===== src/rtl/erc_pkg.sv =====
// Package with the shared widths, constants and sequencer states of the extent read chunk mapper.
`timescale 1ns / 1ps

package erc_pkg;

    localparam int EXTENT_SLOTS   = 8;
    localparam int SLOT_W         = $clog2(EXTENT_SLOTS);
    localparam int BLOCK_BYTES    = 4096;
    localparam int BOFF_W         = $clog2(BLOCK_BYTES);
    localparam int CHUNK_W        = BOFF_W + 1;
    localparam int MAX_READ_BYTES = 131072;
    localparam int LEN_W          = 18;
    localparam int PB_W           = 48;
    localparam int SUM_W          = PB_W + 1;
    localparam int EXT_LEN_W      = 32;
    localparam int SIZE_W         = 47;

    localparam logic [SLOT_W-1:0] LAST_SLOT = SLOT_W'(EXTENT_SLOTS - 1);

    typedef enum logic [3:0] {
        S_IDLE,
        S_CHECK,
        S_CLIP,
        S_END,
        S_TEST,
        S_LOCAL,
        S_BASE,
        S_EMIT,
        S_EMPTY
    } state_t;

endpackage


===== src/rtl/extent_read_chunk_mapper.sv =====
// Top level of the extent read chunk mapper: extent table, sequencer and shared 49-bit adder.
`timescale 1ns / 1ps
// An extent load item is written into the table when accepted. A read item checks and clips
// its range in S_CHECK and S_CLIP, then takes S_END for each extent of zero length, S_END and
// S_TEST for each extent skipped, S_END, S_TEST, S_LOCAL and S_BASE to enter the extent that
// holds the data and S_EMIT per chunk, using the shared 49-bit adder. Chunks stall when the
// output register is still full. Reset clears the extent table and sets vol_reg to 1.

module extent_read_chunk_mapper (
    input  logic                            aclk,
    input  logic                            aresetn,
    input  logic                            cfg_wr_en,
    input  logic [erc_pkg::PB_W-1:0]        cfg_wr_data,
    input  logic                            s_valid,
    output logic                            s_ready,
    input  logic                            s_mode,
    input  logic [erc_pkg::SLOT_W-1:0]      s_extent_slot,
    input  logic [erc_pkg::PB_W-1:0]        s_extent_first_block,
    input  logic [erc_pkg::EXT_LEN_W-1:0]   s_extent_blocks,
    input  logic [erc_pkg::SIZE_W-1:0]      s_file_size,
    input  logic [erc_pkg::SIZE_W-1:0]      s_read_offset,
    input  logic [erc_pkg::LEN_W-1:0]       s_read_length,
    output logic                            m_valid,
    input  logic                            m_ready,
    output logic [erc_pkg::PB_W-1:0]        m_fetch_block,
    output logic [erc_pkg::BOFF_W-1:0]      m_start_byte,
    output logic [erc_pkg::CHUNK_W-1:0]     m_chunk_bytes,
    output logic                            m_whole_block,
    output logic [erc_pkg::LEN_W-1:0]       m_dest_offset,
    output logic                            m_status,
    output logic                            m_last
);

    erc_pkg::state_t state_reg, state_next;

    logic [erc_pkg::PB_W-1:0]      vol_reg;
    logic [erc_pkg::PB_W-1:0]      ext_first_reg [erc_pkg::EXTENT_SLOTS];
    logic [erc_pkg::EXT_LEN_W-1:0] ext_len_reg [erc_pkg::EXTENT_SLOTS];

    logic [erc_pkg::SIZE_W-1:0]    fsize_reg, fsize_next;
    logic [erc_pkg::PB_W-1:0]      pos_reg, pos_next;
    logic [erc_pkg::PB_W-1:0]      diff_reg, diff_next;
    logic [erc_pkg::LEN_W-1:0]     remaining_reg, remaining_next;
    logic [erc_pkg::LEN_W-1:0]     delivered_reg, delivered_next;
    logic [erc_pkg::PB_W-1:0]      ext_start_reg, ext_start_next;
    logic [erc_pkg::PB_W-1:0]      ext_end_reg, ext_end_next;
    logic [erc_pkg::SLOT_W-1:0]    slot_reg, slot_next;
    logic [erc_pkg::BOFF_W-1:0]    boff_reg, boff_next;
    logic [erc_pkg::SUM_W-1:0]     pb_reg, pb_next;
    logic [erc_pkg::EXT_LEN_W-1:0] idx_reg, idx_next;
    logic [erc_pkg::EXT_LEN_W-1:0] blk_left_reg, blk_left_next;

    logic                          m_valid_reg, m_valid_next;
    logic [erc_pkg::PB_W-1:0]      out_pb_reg, out_pb_next;
    logic [erc_pkg::BOFF_W-1:0]    out_boff_reg, out_boff_next;
    logic [erc_pkg::CHUNK_W-1:0]   out_bytes_reg, out_bytes_next;
    logic                          out_whole_reg, out_whole_next;
    logic [erc_pkg::LEN_W-1:0]     out_dest_reg, out_dest_next;
    logic                          out_status_reg, out_status_next;
    logic                          out_last_reg, out_last_next;

    logic [erc_pkg::PB_W-1:0]      alu_a, alu_b;
    logic                          alu_cin;
    logic [erc_pkg::SUM_W-1:0]     alu_sum;
    logic                          alu_carry;

    logic [erc_pkg::PB_W-1:0]      cur_first;
    logic [erc_pkg::EXT_LEN_W-1:0] cur_len;
    logic [erc_pkg::EXTENT_SLOTS-1:0] nz_vec;
    logic [erc_pkg::SLOT_W:0]      later_shamt;
    logic                          later_nz;
    logic [erc_pkg::LEN_W-1:0]     len_sat;
    logic [erc_pkg::CHUNK_W-1:0]   room;
    logic [erc_pkg::CHUNK_W-1:0]   chunk;
    logic [erc_pkg::LEN_W-1:0]     rem_after;
    logic                          ext_done;
    logic                          chunk_last;
    logic                          blk_err;
    logic                          out_free;
    logic                          accept;
    logic                          slot_is_last;

    assign s_ready          = (state_reg == erc_pkg::S_IDLE);
    assign accept           = s_valid && s_ready;
    assign out_free         = !m_valid_reg || m_ready;
    assign cur_first        = ext_first_reg[slot_reg];
    assign cur_len          = ext_len_reg[slot_reg];
    assign slot_is_last     = (slot_reg == erc_pkg::LAST_SLOT);

    assign len_sat = (s_read_length > erc_pkg::LEN_W'(erc_pkg::MAX_READ_BYTES)) ?
                     erc_pkg::LEN_W'(erc_pkg::MAX_READ_BYTES) : s_read_length;

    always_comb begin
        for (int k = 0; k < erc_pkg::EXTENT_SLOTS; k++) begin
            nz_vec[k] = |ext_len_reg[k];
        end
    end

    assign later_shamt = {1'b0, slot_reg} + (erc_pkg::SLOT_W + 1)'(1);
    assign later_nz    = |(nz_vec >> later_shamt);

    always_comb begin
        alu_a   = '0;
        alu_b   = '0;
        alu_cin = 1'b0;
        unique case (state_reg)
            erc_pkg::S_CHECK: begin
                alu_a   = {1'b0, fsize_reg};
                alu_b   = ~pos_reg;
                alu_cin = 1'b1;
            end
            erc_pkg::S_END: begin
                alu_a = ext_start_reg;
                alu_b = erc_pkg::PB_W'({cur_len, erc_pkg::BOFF_W'(0)});
            end
            erc_pkg::S_TEST: begin
                alu_a   = pos_reg;
                alu_b   = ~ext_end_reg;
                alu_cin = 1'b1;
            end
            erc_pkg::S_LOCAL: begin
                alu_a   = pos_reg;
                alu_b   = ~ext_start_reg;
                alu_cin = 1'b1;
            end
            erc_pkg::S_BASE: begin
                alu_a = cur_first;
                alu_b = erc_pkg::PB_W'(idx_reg);
            end
            erc_pkg::S_EMIT: begin
                alu_a   = pb_reg[erc_pkg::PB_W-1:0];
                alu_b   = ~vol_reg;
                alu_cin = 1'b1;
            end
            default: begin
            end
        endcase
    end

    assign alu_sum   = {1'b0, alu_a} + {1'b0, alu_b} + erc_pkg::SUM_W'(alu_cin);
    assign alu_carry = alu_sum[erc_pkg::PB_W];

    assign blk_err    = pb_reg[erc_pkg::PB_W] || alu_carry;
    assign room       = erc_pkg::CHUNK_W'(erc_pkg::BLOCK_BYTES) - {1'b0, boff_reg};
    assign chunk      = (remaining_reg < erc_pkg::LEN_W'(room)) ?
                        remaining_reg[erc_pkg::CHUNK_W-1:0] : room;
    assign rem_after  = remaining_reg - erc_pkg::LEN_W'(chunk);
    assign ext_done   = (blk_left_reg == erc_pkg::EXT_LEN_W'(1));
    assign chunk_last = (rem_after == '0) || (ext_done && !later_nz);

    always_comb begin
        state_next = state_reg;
        unique case (state_reg)
            erc_pkg::S_IDLE: begin
                if (accept && s_mode) begin
                    state_next = erc_pkg::S_CHECK;
                end
            end
            erc_pkg::S_CHECK: begin
                if (remaining_reg == '0 || !alu_carry || alu_sum[erc_pkg::PB_W-1:0] == '0) begin
                    state_next = erc_pkg::S_EMPTY;
                end else begin
                    state_next = erc_pkg::S_CLIP;
                end
            end
            erc_pkg::S_CLIP: begin
                state_next = erc_pkg::S_END;
            end
            erc_pkg::S_END: begin
                if (cur_len == '0) begin
                    state_next = slot_is_last ? erc_pkg::S_EMPTY : erc_pkg::S_END;
                end else begin
                    state_next = erc_pkg::S_TEST;
                end
            end
            erc_pkg::S_TEST: begin
                if (alu_carry) begin
                    state_next = slot_is_last ? erc_pkg::S_EMPTY : erc_pkg::S_END;
                end else begin
                    state_next = erc_pkg::S_LOCAL;
                end
            end
            erc_pkg::S_LOCAL: begin
                state_next = erc_pkg::S_BASE;
            end
            erc_pkg::S_BASE: begin
                state_next = erc_pkg::S_EMIT;
            end
            erc_pkg::S_EMIT: begin
                if (out_free) begin
                    if (blk_err || chunk_last) begin
                        state_next = erc_pkg::S_IDLE;
                    end else if (ext_done) begin
                        state_next = erc_pkg::S_END;
                    end
                end
            end
            erc_pkg::S_EMPTY: begin
                if (out_free) begin
                    state_next = erc_pkg::S_IDLE;
                end
            end
            default: begin
                state_next = erc_pkg::S_IDLE;
            end
        endcase
    end

    always_comb begin
        fsize_next      = fsize_reg;
        pos_next        = pos_reg;
        diff_next       = diff_reg;
        remaining_next  = remaining_reg;
        delivered_next  = delivered_reg;
        ext_start_next  = ext_start_reg;
        ext_end_next    = ext_end_reg;
        slot_next       = slot_reg;
        boff_next       = boff_reg;
        pb_next         = pb_reg;
        idx_next        = idx_reg;
        blk_left_next   = blk_left_reg;
        m_valid_next    = m_valid_reg && !m_ready;
        out_pb_next     = out_pb_reg;
        out_boff_next   = out_boff_reg;
        out_bytes_next  = out_bytes_reg;
        out_whole_next  = out_whole_reg;
        out_dest_next   = out_dest_reg;
        out_status_next = out_status_reg;
        out_last_next   = out_last_reg;
        unique case (state_reg)
            erc_pkg::S_IDLE: begin
                if (accept && s_mode) begin
                    fsize_next     = s_file_size;
                    pos_next       = {1'b0, s_read_offset};
                    remaining_next = len_sat;
                    delivered_next = '0;
                    ext_start_next = '0;
                    slot_next      = '0;
                end
            end
            erc_pkg::S_CHECK: begin
                diff_next = alu_sum[erc_pkg::PB_W-1:0];
            end
            erc_pkg::S_CLIP: begin
                if (diff_reg < erc_pkg::PB_W'(remaining_reg)) begin
                    remaining_next = diff_reg[erc_pkg::LEN_W-1:0];
                end
            end
            erc_pkg::S_END: begin
                if (cur_len == '0) begin
                    slot_next = slot_reg + erc_pkg::SLOT_W'(1);
                end else begin
                    ext_end_next = alu_sum[erc_pkg::PB_W-1:0];
                end
            end
            erc_pkg::S_TEST: begin
                if (alu_carry) begin
                    ext_start_next = ext_end_reg;
                    slot_next      = slot_reg + erc_pkg::SLOT_W'(1);
                end
            end
            erc_pkg::S_LOCAL: begin
                boff_next = alu_sum[erc_pkg::BOFF_W-1:0];
                idx_next  = alu_sum[erc_pkg::BOFF_W +: erc_pkg::EXT_LEN_W];
            end
            erc_pkg::S_BASE: begin
                pb_next       = alu_sum;
                blk_left_next = cur_len - idx_reg;
            end
            erc_pkg::S_EMIT: begin
                if (out_free) begin
                    m_valid_next  = 1'b1;
                    out_pb_next   = pb_reg[erc_pkg::PB_W-1:0];
                    out_boff_next = boff_reg;
                    out_dest_next = delivered_reg;
                    out_last_next = 1'b1;
                    if (blk_err) begin
                        out_bytes_next  = '0;
                        out_whole_next  = 1'b0;
                        out_status_next = 1'b1;
                    end else begin
                        out_bytes_next  = chunk;
                        out_whole_next  = (boff_reg == '0) &&
                                          (chunk == erc_pkg::CHUNK_W'(erc_pkg::BLOCK_BYTES));
                        out_status_next = 1'b0;
                        out_last_next   = chunk_last;
                        remaining_next  = rem_after;
                        delivered_next  = delivered_reg + erc_pkg::LEN_W'(chunk);
                        boff_next       = '0;
                        pb_next         = pb_reg + erc_pkg::SUM_W'(1);
                        blk_left_next   = blk_left_reg - erc_pkg::EXT_LEN_W'(1);
                        if (ext_done) begin
                            ext_start_next = ext_end_reg;
                            pos_next       = ext_end_reg;
                            slot_next      = slot_reg + erc_pkg::SLOT_W'(1);
                        end
                    end
                end
            end
            erc_pkg::S_EMPTY: begin
                if (out_free) begin
                    m_valid_next    = 1'b1;
                    out_pb_next     = '0;
                    out_boff_next   = '0;
                    out_bytes_next  = '0;
                    out_whole_next  = 1'b0;
                    out_dest_next   = '0;
                    out_status_next = 1'b0;
                    out_last_next   = 1'b1;
                end
            end
            default: begin
            end
        endcase
    end

    always_ff @(posedge aclk) begin
        if (!aresetn) begin
            state_reg   <= erc_pkg::S_IDLE;
            m_valid_reg <= 1'b0;
            vol_reg     <= erc_pkg::PB_W'(1);
            for (int k = 0; k < erc_pkg::EXTENT_SLOTS; k++) begin
                ext_first_reg[k] <= '0;
                ext_len_reg[k]   <= '0;
            end
        end else begin
            state_reg   <= state_next;
            m_valid_reg <= m_valid_next;
            if (cfg_wr_en) begin
                vol_reg <= cfg_wr_data;
            end
            if (accept && !s_mode) begin
                ext_first_reg[s_extent_slot] <= s_extent_first_block;
                ext_len_reg[s_extent_slot]   <= s_extent_blocks;
            end
        end
    end

    always_ff @(posedge aclk) begin
        fsize_reg      <= fsize_next;
        pos_reg        <= pos_next;
        diff_reg       <= diff_next;
        remaining_reg  <= remaining_next;
        delivered_reg  <= delivered_next;
        ext_start_reg  <= ext_start_next;
        ext_end_reg    <= ext_end_next;
        slot_reg       <= slot_next;
        boff_reg       <= boff_next;
        pb_reg         <= pb_next;
        idx_reg        <= idx_next;
        blk_left_reg   <= blk_left_next;
        out_pb_reg     <= out_pb_next;
        out_boff_reg   <= out_boff_next;
        out_bytes_reg  <= out_bytes_next;
        out_whole_reg  <= out_whole_next;
        out_dest_reg   <= out_dest_next;
        out_status_reg <= out_status_next;
        out_last_reg   <= out_last_next;
    end

    assign m_valid          = m_valid_reg;
    assign m_fetch_block    = out_pb_reg;
    assign m_start_byte     = out_boff_reg;
    assign m_chunk_bytes    = out_bytes_reg;
    assign m_whole_block    = out_whole_reg;
    assign m_dest_offset    = out_dest_reg;
    assign m_status         = out_status_reg;
    assign m_last           = out_last_reg;

    a_error_is_last: assert property (@(posedge aclk) disable iff (!aresetn)
        m_valid && m_status |-> m_last && m_chunk_bytes == '0)
        else $error("Error item is not the final item of its read.");

    a_empty_is_last: assert property (@(posedge aclk) disable iff (!aresetn)
        m_valid && m_chunk_bytes == '0 |-> m_last)
        else $error("Item without bytes is not the final item.");

    a_whole_block: assert property (@(posedge aclk) disable iff (!aresetn)
        m_valid && m_whole_block |->
            m_start_byte == '0 && !m_status &&
            m_chunk_bytes == erc_pkg::CHUNK_W'(erc_pkg::BLOCK_BYTES))
        else $error("Whole-block flag set on a partial chunk.");

    a_emit_has_bytes: assert property (@(posedge aclk) disable iff (!aresetn)
        state_reg == erc_pkg::S_EMIT |-> remaining_reg != '0 && blk_left_reg != '0)
        else $error("Chunk emission entered with nothing left to map.");

endmodule

===== config.mk =====
export PLATFORM = sky130hd
export DESIGN_NAME = extent_read_chunk_mapper
export DESIGN_NICKNAME = d
export VERILOG_FILES = /design/src/rtl/erc_pkg.sv /design/src/rtl/extent_read_chunk_mapper.sv
export SDC_FILE = /design/constraint.sdc
export NUM_CORES = 2
export LEC_CHECK = 0
export BUFFER_PORTS_ARGS = -buffer_cell sky130_fd_sc_hd__buf_4
export CORE_MARGIN = 2
export CORE_UTILIZATION = 56
export CTS_CLUSTER_DIAMETER = 60
export DETAILED_ROUTE_END_ITERATION = 7
export PLACE_DENSITY = 0.77
export REMOVE_ABC_BUFFERS = 1
export SKIP_CTS_REPAIR_TIMING = 1
export SYNTH_ARGS = -nofsm -noshare
export SYNTH_HDL_FRONTEND = slang
export SYNTH_SLANG_ARGS = --single-unit

===== constraint.sdc =====
create_clock -name aclk -period 11.5 [get_ports aclk]
set_clock_uncertainty 0.15 [all_clocks]
set_input_delay 0.575 -clock aclk [delete_from_list [all_inputs] [get_ports aclk]]
set_output_delay 0.575 -clock aclk [all_outputs]
set_load 0.05 [all_outputs]

==> summary.log <==
INFO  pwr            power_per_cell_area=169.8mW/mm2
INFO  pwr            p_sw=3.449mW
INFO  global_route   globalRouteTotalUtil=0.3370
INFO  setup_path     ff2ff_setup_slack=2.29ns
INFO  drt            avgRoutedWirePerCell=28.49um
INFO  cells_and_area drive_above_1_share=0.1632
INFO  setup_path     worstRegToRegCells=25
INFO  setup_path     critical_path.endpoint_type=flip-flop
INFO  pwr            clockPowerShare=0.357
INFO  drt            wirelength=192,200um
INFO  drt            drc_errors=0
INFO  placement      gpl.final_weighted_congestion=1.029
INFO  cts            tritoncts_clock_tree=built
INFO  placement      placedCellCount=6,381
INFO  cells_and_area fillers=7,717
INFO  sta            max-slew-margin-rel=0.1188
INFO  cts            clockRootBuffer=sky130_fd_sc_hd__clkbuf_16
INFO  setup_path     cp_data_arrival_time=9.48ns
INFO  sta            setup-violations-final=0
INFO  synthesis      synth_area_per_cell=12.60um2
INFO  global_route   vias_in_the_first_global_route=41,510
INFO  drt            detail_route.first_pass.iterations=6
INFO  synthesis      synthTopCellsByCount=sky130_fd_sc_hd__edfxtp_1, sky130_fd_sc_hd__and2_1, sky130_fd_sc_hd__nand2_1
INFO  global_route   grt_first_pass_wirelength=275,000um
INFO  cts            worst_skew_late_latency=0.76ns
INFO  outcome        outcome=finished, violations left
INFO  cts            clock_path_buffers=3
INFO  synthesis      sequential_to_total_area_share_from_yosys_stat=0.5806
INFO  floorplan      chipHeight=333.3um
INFO  synthesis      synth_area=0.06074mm2
INFO  synthesis      number_of_synthesized_flops_with_an_enable_pin=1,137
INFO  global_route   global_route.overflow_total=0
INFO  cells_and_area final-instance-count-excl-fill=6,747
INFO  setup_path     critPathMaxFanout=57
INFO  global_route   initial_antenna_violation_count=8
INFO  floorplan      io_pins=345
INFO  synthesis      synth.area.top_cells=sky130_fd_sc_hd__edfxtp_1, sky130_fd_sc_hd__and2_1, sky130_fd_sc_hd__mux4_2
INFO  cells_and_area largest_register_ff_count=384
INFO  synthesis      synthDominantAreaCellType=sky130_fd_sc_hd__edfxtp_1
INFO  pwr            p_leak=26.46nW
INFO  placement      place.detailed.hpwl=129,200um
INFO  sta            endpoints_failing_hold=6
INFO  cts            tritoncts.num_buffers=132
INFO  pwr            share_comb_of_total_power=0.200
INFO  cts            cts.htree.levels=4
INFO  placement      io_buffers=344
INFO  drt            postRouteAntennaNets=0
INFO  cells_and_area finish.instance_area=0.07045mm2
INFO  setup_path     timing_worst_setup_path_type=flip-flop to flip-flop
INFO  synthesis      postSynth.asyncResetShare=0
INFO  drt            vias_per_cell=6.439
INFO  synthesis      synth_top_cell_area_share=0.5621
INFO  min_path       timing.hold.worst_path_depth=3
INFO  synthesis      synth_seq_cells=1,193
INFO  setup_path     worstReg2RegStart=state_reg[1]
INFO  setup_path     critical_path.reg2reg.endpoint=pos_reg[42]
INFO  cells_and_area final_nets=5,599
INFO  cts            cts_num_sinks=1,193
INFO  pwr            switching_part_of_the_total_power=0.2884
INFO  placement      placement.cell_area=0.06494mm2
INFO  pwr            worst_ir_drop_vdd=0.0001307V
INFO  cells_and_area syn_to_final_growth=15.98%
INFO  min_path       worst_hold_path_type=primary input to flip-flop
INFO  setup_path     cp-start-kind=flip-flop
INFO  floorplan      placeableCoreArea=0.1074mm2
INFO  synthesis      postSynthCellCount=4,821
INFO  sta            setup_repair_after_global_routing_missed_its_margin=no
INFO  min_path       min_to=vol_reg[35]
INFO  sta            minimum_clock_period=9.205ns
INFO  synthesis      ys_warn_count=0
INFO  floorplan      fp.dieArea=0.1111mm2
INFO  cts            clk_transition_reported_paths=0.06ns
INFO  setup_path     required_time_at_the_worst_slack_endpoint=11.77ns
INFO  min_path       hold_path.startpoint=cfg_wr_data[35]
INFO  floorplan      die_x=333.3um
INFO  sta            totalNegativeSetupSlack=0ns
INFO  synthesis      most_instantiated_library_cell_after_synthesis=sky130_fd_sc_hd__edfxtp_1
INFO  floorplan      placementRows=120
INFO  outcome        failing_checks=hold timing
INFO  sta            fmax=108.6MHz
INFO  sta            report.final.slew_viol_count=0
INFO  floorplan      start_util=0.5658
INFO  sta            finalCritPeriodShare=0.8005
INFO  run            max_cap_violations=0
INFO  sta            worst_pin_slew=1.317ns
INFO  synthesis      predominant_post_synthesis_flop_cell=sky130_fd_sc_hd__edfxtp_1
INFO  global_route   grt_max_degree=88
INFO  pwr            seq_power_share=0.444
INFO  pwr            power.internal=8.512mW
INFO  drt            initialDrtViolationCount=5,909
INFO  drt            detailroute.via_count=43,440
INFO  sta            fin_hold_ws=-0.03548ns
INFO  synthesis      synth.lib_cells_used.distinct=90
cells by family (layout without fill, tap and decap cells):
kind of cell	after synthesis	after routing	synth area share
adders and majority gates	136	136	0.02793
other	0	8	0
DFF	1193	1193	0.5806
buffers and inverters	404	919	0.02511
and+or+nand+nor	1802	1802	0.1627
muxes	378	378	0.09570
AOI/OAI and AO/OA	747	747	0.08479
xor gates and xnor gates	161	161	0.02322
through the flow:
stage / util / hold WS (ns) / worst slack, ns / total power [mW]
floorplan: - / 0.2899 / -3.630 / 6.962
global placement: 0.6050 / 0.3118 / 2.861 / 7.651
detailed placement: 0.6050 / 0.3180 / 2.571 / 7.683
CTS: 0.6452 / -0.1932 / 2.497 / 11.89
global route: 0.6561 / -0.03913 / 1.884 / 12.29
finish: 0.6562 / -0.03548 / 2.295 / 11.96
cell usage in the layout, fill, tap and decap left out, types with 90 or more instances in the layout:
| cell type | count |
|---|---|
| sky130_fd_sc_hd__mux2i_1 | 196 |
| sky130_fd_sc_hd__xnor2_1 | 90 |
| sky130_fd_sc_hd__nor2_1 | 181 |
| sky130_fd_sc_hd__clkbuf_16 | 137 |
| sky130_fd_sc_hd__buf_4 | 416 |
| sky130_fd_sc_hd__o21ai_0 | 180 |
| sky130_fd_sc_hd__dlygate4sd3_1 | 116 |
| sky130_fd_sc_hd__a21oi_1 | 117 |
| sky130_fd_sc_hd__edfxtp_1 | 1137 |
| sky130_fd_sc_hd__ha_1 | 119 |
| sky130_fd_sc_hd__mux4_2 | 160 |
| sky130_fd_sc_hd__nor2b_1 | 130 |
| sky130_fd_sc_hd__nor4_1 | 93 |
| sky130_fd_sc_hd__and2_1 | 714 |
| sky130_fd_sc_hd__inv_1 | 139 |
| sky130_fd_sc_hd__nand2_1 | 349 |
routing by layer:
metal | track usage | vias up | wire (um)
li1 | - | 18820 | -
met1 | 0.4583 | 21380 | 73100
met2 | 0.5358 | 2806 | 90260
met3 | 0.06582 | 424 | 20790
met4 | 0.1361 | 8 | 7989
met5 | 0 | - | 56
final cells by class:
class                      instances  area (um2)  share of cell area
inverter                         141       531.8            0.007548
multi-input combinational       3224       24170              0.3431
sequential                      1193       35280              0.5008
antenna                            8       20.02           0.0002842
tap                             1403        1755             0.02492
clock inverter                    65       675.6            0.009591
clock buffer                     177        3649             0.05179
timing repair buffer             536        4364             0.06195
worst max-delay path by stage:
| stage | startpoint | to | slack, ns | cells after the start |
|---|---|---|---|---|
| floorplan | flip-flop | ext_start_reg[0] | -3.63 | 20 |
| global placement | state_reg[1] | pos_reg[37] | 2.86 | 25 |
| detailed placement | state_reg[1] | pos_reg[38] | 2.57 | 25 |
| CTS | state_reg[1] | pos_reg[29] | 2.50 | 25 |
| global route | state_reg[1] | pos_reg[42] | 1.88 | 25 |
| finish | state_reg[1] | pos_reg[42] | 2.29 | 25 |
worst max-delay path: stages (launching register included):
cell                       delay (ns)
sky130_fd_sc_hd__dfxtp_1         0.61
sky130_fd_sc_hd__nor2_1          0.17
sky130_fd_sc_hd__nand2_2         0.13
sky130_fd_sc_hd__inv_4           0.26
sky130_fd_sc_hd__a22o_1          0.35
sky130_fd_sc_hd__a221oi_1        0.21
sky130_fd_sc_hd__o21ai_0         0.18
sky130_fd_sc_hd__fa_1            0.49
sky130_fd_sc_hd__fa_1            0.43
sky130_fd_sc_hd__a21oi_1         0.16
sky130_fd_sc_hd__o21bai_1        0.12
sky130_fd_sc_hd__a21oi_1         0.19
sky130_fd_sc_hd__o21ai_1         0.11
sky130_fd_sc_hd__a21oi_1         0.41
sky130_fd_sc_hd__o31a_1          0.48
sky130_fd_sc_hd__a211oi_1        0.25
sky130_fd_sc_hd__nor2_1          0.21
sky130_fd_sc_hd__o211ai_1        0.20
sky130_fd_sc_hd__o31a_1          0.32
sky130_fd_sc_hd__a31oi_2         0.34
sky130_fd_sc_hd__nor2b_1         0.77
sky130_fd_sc_hd__a21oi_1         0.30
sky130_fd_sc_hd__or2_1           0.36
sky130_fd_sc_hd__nor2_1          0.18
sky130_fd_sc_hd__and2_2          0.97
sky130_fd_sc_hd__buf_4           0.44
power by group through the flow:
stage / Combinational (mW) / Clock (mW) / Sequential, mW
final: 2.39 / 4.27 / 5.31
after CTS: 2.31 / 4.28 / 5.30
after global placement: 2.27 / 0 / 5.38
after global routing: 2.52 / 4.44 / 5.32
after floorplan: 1.45 / 0 / 5.51
after detailed placement: 2.29 / 0 / 5.39
Power figures use the tool's default switching activity.
